$ cat config.mk
export PLATFORM = sky130hd
export DESIGN_NAME = spr_ctrl
export DESIGN_NICKNAME = d
export VERILOG_FILES = /design/src/sv/spr_pkg.sv /design/src/sv/spr_ctrl.sv
export SDC_FILE = /design/constraint.sdc
export NUM_CORES = 1
export LEC_CHECK = 0
export BUFFER_PORTS_ARGS = -buffer_cell sky130_fd_sc_hd__buf_2
export CAP_MARGIN = 20
export CORE_AREA = 2 2 40 60
export CTS_CLUSTER_SIZE = 24
export DETAILED_ROUTE_END_ITERATION = 8
export DIE_AREA = 0 0 42 62
export PLACE_DENSITY = 0.64
export SLEW_MARGIN = 40
export SYNTH_ARGS = -nofsm -noshare
export SYNTH_HDL_FRONTEND = slang
export SYNTH_SLANG_ARGS = --single-unit
$ cat constraint.sdc
create_clock -name clk_i -period 2.4 [get_ports clk_i]
set_input_delay 0.48 -clock clk_i [delete_from_list [all_inputs] [get_ports clk_i]]
set_output_delay 0.48 -clock clk_i [all_outputs]
set_load 0.1 [all_outputs]
$ cat src/sv/spr_pkg.sv
// spr_pkg: shared types, codes and constants of the systematic particle resampler
// used by spr_ctrl, spr_datapath and systematic_particle_resampler; no dependencies
`timescale 1ns / 1ps
`default_nettype none
package spr_pkg;

  // configuration register indexes
  localparam logic [1:0] CFG_WEIGHT_SCALE = 2'd0;
  localparam logic [1:0] CFG_PARTICLES    = 2'd1;

  localparam logic [15:0] WEIGHT_SCALE_RESET = 16'd4096;
  localparam logic [5:0]  PARTICLES_RESET    = 6'd32;

  // log2(e) in q1.16
  localparam logic [16:0] LOG2E_Q16 = 17'd94548;

  // operation codes
  localparam logic OP_LOAD = 1'b0;
  localparam logic OP_RUN  = 1'b1;

  typedef enum logic [12:0] {
    ST_IDLE     = 13'b0000000000001,
    ST_MAX_RD   = 13'b0000000000010,
    ST_MAX_UPD  = 13'b0000000000100,
    ST_EXP_RD   = 13'b0000000001000,
    ST_EXP_DIFF = 13'b0000000010000,
    ST_EXP_MUL1 = 13'b0000000100000,
    ST_EXP_MUL2 = 13'b0000001000000,
    ST_EXP_ITER = 13'b0000010000000,
    ST_EXP_ACC  = 13'b0000100000000,
    ST_WALK_THR = 13'b0001000000000,
    ST_WALK_RD  = 13'b0010000000000,
    ST_WALK_MUL = 13'b0100000000000,
    ST_WALK_CMP = 13'b1000000000000
  } spr_state_e;

  typedef struct packed {
    logic load_we;
    logic run_init;
    logic log_rd;
    logic max_upd;
    logic idx_clr;
    logic idx_inc;
    logic exp_diff;
    logic exp_mul1;
    logic exp_mul2;
    logic exp_iter;
    logic exp_acc;
    logic walk_thr;
    logic cum_rd;
    logic walk_mul;
    logic cur_inc;
    logic emit;
    logic slot_inc;
  } spr_cmd_t;

  typedef struct packed {
    logic idx_last;
    logic iter_last;
    logic advance;
    logic slot_last;
  } spr_status_t;

  // 2^-(2^-(j+1)) in q0.16
  function automatic logic [15:0] pow2_neg_frac(input logic [3:0] j);
    logic [15:0] r;
    case (j)
      4'd0:    r = 16'd46341;
      4'd1:    r = 16'd55109;
      4'd2:    r = 16'd60097;
      4'd3:    r = 16'd62757;
      4'd4:    r = 16'd64132;
      4'd5:    r = 16'd64830;
      4'd6:    r = 16'd65182;
      4'd7:    r = 16'd65359;
      4'd8:    r = 16'd65447;
      4'd9:    r = 16'd65492;
      4'd10:   r = 16'd65514;
      4'd11:   r = 16'd65525;
      4'd12:   r = 16'd65530;
      4'd13:   r = 16'd65533;
      default: r = 16'd65535;
    endcase
    return r;
  endfunction

endpackage
`default_nettype wire

$ cat src/sv/spr_ctrl.sv
// spr_ctrl: sequencer of the resampler (load, max pass, exp pass, systematic walk)
// depends on spr_pkg; drives spr_datapath through spr_cmd_t
`timescale 1ns / 1ps
`default_nettype none
module spr_ctrl (
  input  wire logic                 clk_i,
  input  wire logic                 rst_ni,
  input  wire logic                 start,
  input  wire logic                 operation_i,
  input  wire spr_pkg::spr_status_t status_i,
  output logic                      busy,
  output spr_pkg::spr_cmd_t         cmd_o
);
  import spr_pkg::*;

  spr_state_e state_q, state_d;

  always_ff @(posedge clk_i or negedge rst_ni) begin
    if (!rst_ni) begin
      state_q <= ST_IDLE;
    end else begin
      state_q <= state_d;
    end
  end

  always_comb begin
    state_d = state_q;
    cmd_o   = '0;
    case (state_q)
      ST_IDLE: begin
        if (start) begin
          if (operation_i == OP_RUN) begin
            cmd_o.run_init = 1'b1;
            state_d = ST_MAX_RD;
          end else begin
            cmd_o.load_we = 1'b1;
          end
        end
      end
      ST_MAX_RD: begin
        cmd_o.log_rd = 1'b1;
        state_d = ST_MAX_UPD;
      end
      ST_MAX_UPD: begin
        cmd_o.max_upd = 1'b1;
        if (status_i.idx_last) begin
          cmd_o.idx_clr = 1'b1;
          state_d = ST_EXP_RD;
        end else begin
          cmd_o.idx_inc = 1'b1;
          state_d = ST_MAX_RD;
        end
      end
      ST_EXP_RD: begin
        cmd_o.log_rd = 1'b1;
        state_d = ST_EXP_DIFF;
      end
      ST_EXP_DIFF: begin
        cmd_o.exp_diff = 1'b1;
        state_d = ST_EXP_MUL1;
      end
      ST_EXP_MUL1: begin
        cmd_o.exp_mul1 = 1'b1;
        state_d = ST_EXP_MUL2;
      end
      ST_EXP_MUL2: begin
        cmd_o.exp_mul2 = 1'b1;
        state_d = ST_EXP_ITER;
      end
      ST_EXP_ITER: begin
        cmd_o.exp_iter = 1'b1;
        if (status_i.iter_last) state_d = ST_EXP_ACC;
      end
      ST_EXP_ACC: begin
        cmd_o.exp_acc = 1'b1;
        if (status_i.idx_last) begin
          state_d = ST_WALK_THR;
        end else begin
          cmd_o.idx_inc = 1'b1;
          state_d = ST_EXP_RD;
        end
      end
      ST_WALK_THR: begin
        cmd_o.walk_thr = 1'b1;
        state_d = ST_WALK_RD;
      end
      ST_WALK_RD: begin
        cmd_o.cum_rd = 1'b1;
        state_d = ST_WALK_MUL;
      end
      ST_WALK_MUL: begin
        cmd_o.walk_mul = 1'b1;
        state_d = ST_WALK_CMP;
      end
      ST_WALK_CMP: begin
        if (status_i.advance) begin
          cmd_o.cur_inc = 1'b1;
          state_d = ST_WALK_RD;
        end else begin
          cmd_o.emit = 1'b1;
          if (status_i.slot_last) begin
            state_d = ST_IDLE;
          end else begin
            cmd_o.slot_inc = 1'b1;
            state_d = ST_WALK_THR;
          end
        end
      end
      default: state_d = ST_IDLE;
    endcase
  end

  assign busy = (state_q != ST_IDLE);

endmodule
`default_nettype wire

==> key figures, run 1 <==
Run status
  – Outcome: finished with violations
  – Failing checks: negative setup slack

Synth
  – Largest cells by area after synthesis: dfrtp_1 33%, nor4_4 7.1%, nor2_1 6.2%
  – Area leader, netlist: dfrtp_1
  – Syn nets: 101
  – FF+latch count, synth: 13
  – Yosys top cell area share: 0.3329
  – Combinational family with the most area after synthesis: simple AND/OR/NAND/NOR gates
  – Synth cell types: 38
  – Synthesis Warnings: 0
  – Avg Synthesized Cell Area: just under 10 um2
  – Most common cell in the synthesized netlist: nor2_1
  – Syn Std Cell Area: ~900 um2
  – Top post-synthesis cells by count: 15 x nor2_1, 12 x dfrtp_1, 5 x nand2_1, 5 x nor3b_1, 5 x o21ai_0
  – Ys flop type: dfrtp_1
  – Sequential area share after synthesis: 0.3620
  – Post-Synth Simple-Gate Area: 0.4840
  – Complex-gate fraction of the synthesized area: 0.08044
  – Post-synthesis mux area share: 0
  – Adder-Cell Fraction of Synth Area: 0
  – Xor and xnor area share after synthesis: 0.02913
  – Post-Synthesis Cells: just over 90
  – Asr flop ratio synth: 1.000
  – EDFF count, synth: 0

Finish
  – Multi-input gate area: roughly 700 um2
  – Largest Register: state_q
  – Fillers: 130
  – Layout Area Growth over Synthesis: 79.75%
  – Share of cells above drive strength 1: 0.5899
  – Nets: 148
  – Non-filler cells, final: 162
  – Number of flip-flops in the largest register: 13
  – Storage cell area: roughly 330 um2
  – Final core occ: 0.7619
  – Largest registers: state_q (13)
  – Antenna cells: 0

Die
  – # rows: 21
  – Initial Utilization: 0.4239
  – Core area: approximately 0.0021 mm2
  – Top Ports: 26
  – Die footprint: 0.002604 mm2
  – Die X: 42 um
  – Die Y: between 60 and 70 um

Run
  – Max-cap violations: 0

Power
  – Pwr Total: 995.7 uW
  – Register share of total power: 0.273
  – Power per cell area: slightly above 600 mW/mm2
  – Int Pwr: 516.3 uW
  – Peak VDD IR: roughly 0.00044 V
  – Sw Ratio: 0.4815
  – P_sw: around 480 uW
  – Clock network power share: 0.134
  – Combinational power share: 0.593
  – P_leak: around 0.00066 uW

Clock tree
  – Cts hold-fix bufs: 0
  – Clock Latency Late Sink: 270 ps
  – Clock slew at reported path FFs: approximately 80 ps
  – Root buf cell: clkbuf_4
  – Total CTS buffers: 3
  – TritonCTS clock tree: done
  – H-tree depth: 1
  – CTS max path bufs: 2
  – Sink Count: 13

Timing
  – Worst Max-Slew Pin Slew: 497.0 ps
  – Final setup vio count: 1
  – Slew headroom: 0.6710
  – Final Cycle Share: 1.002
  – Post-route minimum period: 2405 ps
  – Post-route setup slack: -5.047 ps
  – Max Slew Vio Count: 0
  – Final clock skew: 3.670 ps
  – Max Fclk: 415.8 MHz
  – Final Hold Vio Count: 0
  – RSZ-0062 raised after global routing: true

Setup path
  – Crit path launch type: flop
  – Worst path required time: approximately 1900 ps
  – CP Class: flop to output pin
  – Worst Path Arrival: 1930 ps
  – CP Max Fanout: 6
  – Critical Path End Type: output pin

GRT
  – Largest net degree at the start of global routing: 14
  – Routing usage on met1: 0.2246
  – Initial antenna violation count: 0
  – Global Route Usage Sum: 0.1860
  – GR peak layer: met2
  – GR Util met2: 0.3326
  – Vias in the first global route: between 800 and 900
  – Met3 Use GR: 0.03179
  – Final global-route overflow total: 0
  – First-pass GRT wire length: roughly 3700 um

Place
  – Number of port buffers: 25
  – Post-DP HPWL: roughly 1800 um
  – Pre-CTS WS: 218.9 ps
  – Gp weighted congestion: ~0.87
  – Number of placed instances, taps included: 143

Routing
  – WL/cell: 15.59 um
  – Vias per cell: 5.617
  – Iter 0 DRT Violations: 10
  – Antenna Nets Post-Route: 0
  – Drt drc: 0
  – DRT Pass-1 Iters: 4
  – Total Wirelength: 2525 um
  – Via Count: between 900 and 1000

Min path
  – Hold Path Class: primary input to asynchronous set/reset pin
==> path summary, 6_finish.rpt <==
path	from	end	slack [ps]	cells past startpoint
setup / recovery	state_q[1]	cmd_o[16]	-5	5
hold / removal	rst_ni	state_q[4]	80	1
setup reg to reg	state_q[3]	state_q[0]	520	7
hold reg to reg	state_q[3]	state_q[4]	680	1
max in group asynchronous	rst_ni	state_q[0]	2030	1
min in group clk_i	status_i[2]	state_q[8]	450	2
==> power by group through the flow <==
stage	combinational [uW]	sequential, uW	clock [uW]
global placement	522	272	0
detailed placement	526	273	0
finish	591	272	133
floorplan	395	266	0
global route	625	274	150
CTS	544	269	137
==> per-layer routing <==
layer,wire (um),up-vias,part of all wire
met5,0,-,0
met4,5,0,0.0020
met3,61,2,0.024
met2,1472,16,0.58
met1,985,456,0.39
li1,-,436,-
==> kinds of logic (layout without fill, tap and decap cells) <==
kind of cell / count (synthesis) / after routing
buffers and inverters: 4 / 50
AO/OA/AOI/OAI: 12 / 12
XOR/XNOR: 3 / 3
AND/OR/NAND/NOR: 61 / 61
flip-flops: 13 / 13
==> worst max-delay path, cell delays in order (launching register included) <==
cell and delay (ps):
dfrtp_2 470, buf_12 150, nor4b_2 360, nand4_4 200
nor3b_4 270, buf_12 200
==> layout by cell type, fill, tap and decap left out, drive strengths merged, types with 3 or more instances in the layout <==
master  instances
and4b           3
nor3b           5
a21oi           3
buf            45
clkbuf          4
nor2           17
nand2b          4
o21ai           5
nand3           3
nor4            6
dfrtp          12
nand2           5
and3            3
nor3            5
==> repair_timing <==
| item | in CTS | in global routing |
|---|---|---|
| pin swaps | 3 | 7 |
| setup endpoints to repair | 8 | 10 |
| resized for setup | 1 | 6 |
| setup buffers | 6 | 9 |
==> per-stage QoR <==
step | area (um2) | hold WS [ps] | TNS, ps
2_1_floorplan | 1036 | 184.4 | -3712
4_1_cts | 1523 | 91.36 | -16.19
6_report | 1622 | 82.36 | -5.047
5_1_grt | 1622 | 97.12 | -348.5
3_5_place_dp | 1446 | 385.3 | 0
3_3_place_gp | 1446 | 389.9 | 0
==> area by class of cell <==
type | count | share of cell area
Timing Repair Buffer | 45 | 0.3372
Clock buffer | 4 | 0.01620
Multi-Input combinational cell | 76 | 0.4221
Tap cell | 23 | 0.01775
Sequential cell | 13 | 0.2045
Inverter | 1 | 0.002315
Power figures use the tool's default switching activity.
==> run 2: changes to the inputs <==
- PLACE_DENSITY: 0.64 -> 0.68
==> key figures, run 2 (synthesis gave the netlist of run 1 again) <==
Run status
  – Outcome: finished with violations
  – Failing checks: negative setup slack

Timing
  – Max Fclk: 416.4 MHz (+0.15%)
  – Slew headroom: 0.6806 (+0.009637)
  – Min Hold Slack: 65.74 ps (-16.62 ps)
  – Post-route minimum period: 2402 ps (-3.501 ps)
  – Max Slew Vio Count: 0 (unchanged)
  – Final setup TNS: -1.546 ps (+3.501 ps)
  – Post-route setup slack: -1.546 ps (+3.501 ps)
  – RSZ-0062 raised after global routing: true
  – Worst Max-Slew Pin Slew: 482.4 ps (-14.56 ps)
  – Final clock skew: 5.219 ps (+1.550 ps)
  – Final Cycle Share: 1.001 (-0.001459)
  – Final setup vio count: 1 (unchanged)
  – Final Hold Vio Count: 0 (unchanged)

Setup path
  – Crit-path max cell delay: 420 ps (-50 ps)
  – Worst R2R Path Depth: 8 (+1)
  – R2R setup slack: 490 ps (-30 ps)
  – CP Max Fanout: 3 (-3)
  – Worst Path Arrival: 1920 ps (about the same)
  – Crit path launch type: flop
  – Worst path required time: 1920 ps (about the same)
  – Crit path cell chain: nor4_4 -> buf_4 -> nand4b_4 -> nor4_4 -> buf_12
  – Launching point of the worst reg2reg path: state_q[4]
  – CP Class: flop to output pin
  – Slowest CP cell: dfrtp_1
  – FF-to-FF End: state_q[0]
  – Critical Path End Type: output pin
  – Top cell by count, worst path: nor4_4

GRT
  – Global Route Usage Sum: 0.1947 (+0.008679)
  – First-pass GRT wire length: 3801 um (+3.2%)
  – Vias in the first global route: 846 (+3.3%)
  – Largest net degree at the start of global routing: 14 (unchanged)
  – Initial antenna violation count: 0 (unchanged)
  – Final global-route overflow total: 0 (unchanged)

Power
  – Peak VDD IR: 0.0003940 V (-10%)
  – P_leak: 0.0006609 uW (-0.55%)
  – Power per cell area: 604.6 mW/mm2 (-1.5%)
  – P_sw: 466.6 uW (-2.7%)
  – Sw Ratio: 0.4823 (+0.0007990)
  – Combinational power share: 0.581 (-0.012)
  – Int Pwr: 501.0 uW (-3.0%)
  – Clock network power share: 0.141 (+0.007)
  – Register share of total power: 0.278 (+0.005)

Finish
  – Fin area: 0.001600 mm2 (-1.3%)
  – Commonest non-fill, non-tap cells in the layout: 18 x buf_4, 17 x buf_12, 11 x dfrtp_1
  – Layout Area Growth over Synthesis: 77.39%
  – Commonest non-fill, non-tap cell in the layout: buf_4
  – Share of cells above drive strength 1: 0.5580 (-0.03196)
  – Antenna cells: 0 (unchanged)
  – Number of flip-flops in the largest register: 13 (unchanged)
  – Largest Register: state_q
  – Nets: 147 (-0.68%)
  – Largest registers: state_q (13)
  – Fillers: 143 (+10%)

Place
  – Area after DPL: 0.001454 mm2 (+0.52%)
  – Number of port buffers: 25 (unchanged)
  – Pre-CTS WS: 165.8 ps (-53.11 ps)
  – Gp weighted congestion: 0.8522 (-2.5%)
  – Post-DP HPWL: 1808 um (+1.5%)

Run
  – Max-cap violations: 0 (unchanged)

Routing
  – Vias per cell: 5.478 (-2.5%)
  – Iter 0 DRT Violations: 31 (+21)
  – Via Count: 882 (-3.1%)
  – WL/cell: 15.18 um (-2.6%)
  – Total Wirelength: 2444 um (-3.2%)
  – DRT Pass-1 Iters: 4 (unchanged)
  – Drt drc: 0 (unchanged)
  – Antenna Nets Post-Route: 0 (unchanged)

Clock tree
  – Total CTS buffers: 3 (unchanged)
  – Sink Count: 13 (unchanged)
  – Clock Latency Late Sink: 280 ps (about the same)
  – Clock slew at reported path FFs: 80 ps (about the same)
  – Cts hold-fix bufs: 0 (unchanged)
  – Root buf cell: clkbuf_4
  – TritonCTS clock tree: done
  – CTS max path bufs: 2 (unchanged)
  – H-tree depth: 1 (unchanged)

Die
  – Die X: 42 um (unchanged)
  – # rows: 21 (unchanged)
  – Core area: 0.002128 mm2 (unchanged)
  – Initial Utilization: 0.4239 (unchanged)
  – Die Y: 62 um (unchanged)
  – Top Ports: 26 (unchanged)
  – Die footprint: 0.002604 mm2 (unchanged)

Min path
  – Hold Path Class: primary input to asynchronous set/reset pin
## run 2: cell types whose count changed in the layout (fill, tap and decap cells not counted), sizes merged
| cell | delta |
|---|---|
| buf | -1 |
## run 2: timing repair
item                                    4_1_cts  5_1_grt
endpoints found under the setup margin       11       11
pin swaps                                     5        4
gates resized for setup                       1        3
endpoints found under the hold margin         0        0
buffers inserted                              5        8
## run 2: cell type report
cell class | instances | area [um2] | share of cell area
clock buffers | 4 | 26.28 | 0.01642
inverters | 1 | 3.754 | 0.002346
multi-input cells | 76 | 686.9 | 0.4292
flip-flops and latches | 13 | 327.8 | 0.2048
well taps | 23 | 28.78 | 0.01798
repair buffers | 44 | 526.8 | 0.3292
## run 2: worst max path at each step
stage,startpoint,end,depth (start not counted)
2_1_floorplan,state_q[5],cmd_o[16],4
3_3_place_gp,state_q[1],cmd_o[0],4
3_5_place_dp,state_q[1],cmd_o[0],4
4_1_cts,state_q[1],cmd_o[0],5
5_1_grt,state_q[4],cmd_o[0],5
6_report,state_q[4],cmd_o[0],5
## run 2: through the flow
step	util	std cells	power [uW]
after global placement	0.6831	144	795.7
final	0.7519	161	967.6
after detailed placement	0.6831	144	799.0
after CTS	0.7155	153	950.1
after global routing	0.7519	161	1018
after floorplan	-	93	660.9
## run 2: critical path, delay by kind of cell, from the launching register on
kind | cells | cell delay [ps]
and+or+nand+nor | 3 | 820
DFF | 1 | 420
buffers and inverters | 2 | 390
## run 2: per-layer routing
layer / up-vias / global-route usage / part of all wire
li1: 433 / - / -
met1: 425 / 0.2500 / 0.39
met2: 19 / 0.3371 / 0.55
met3: 5 / 0.02023 / 0.036
met4: 0 / 0.08295 / 0.018
met5: - / 0 / 0
## run 2: power groups by stage
stage	logic [uW]	registers [uW]	clock network (uW)
floorplan	395	266	0
global placement	523	273	0
detailed placement	526	273	0
CTS	541	269	140
global route	595	272	151
finish	562	269	136
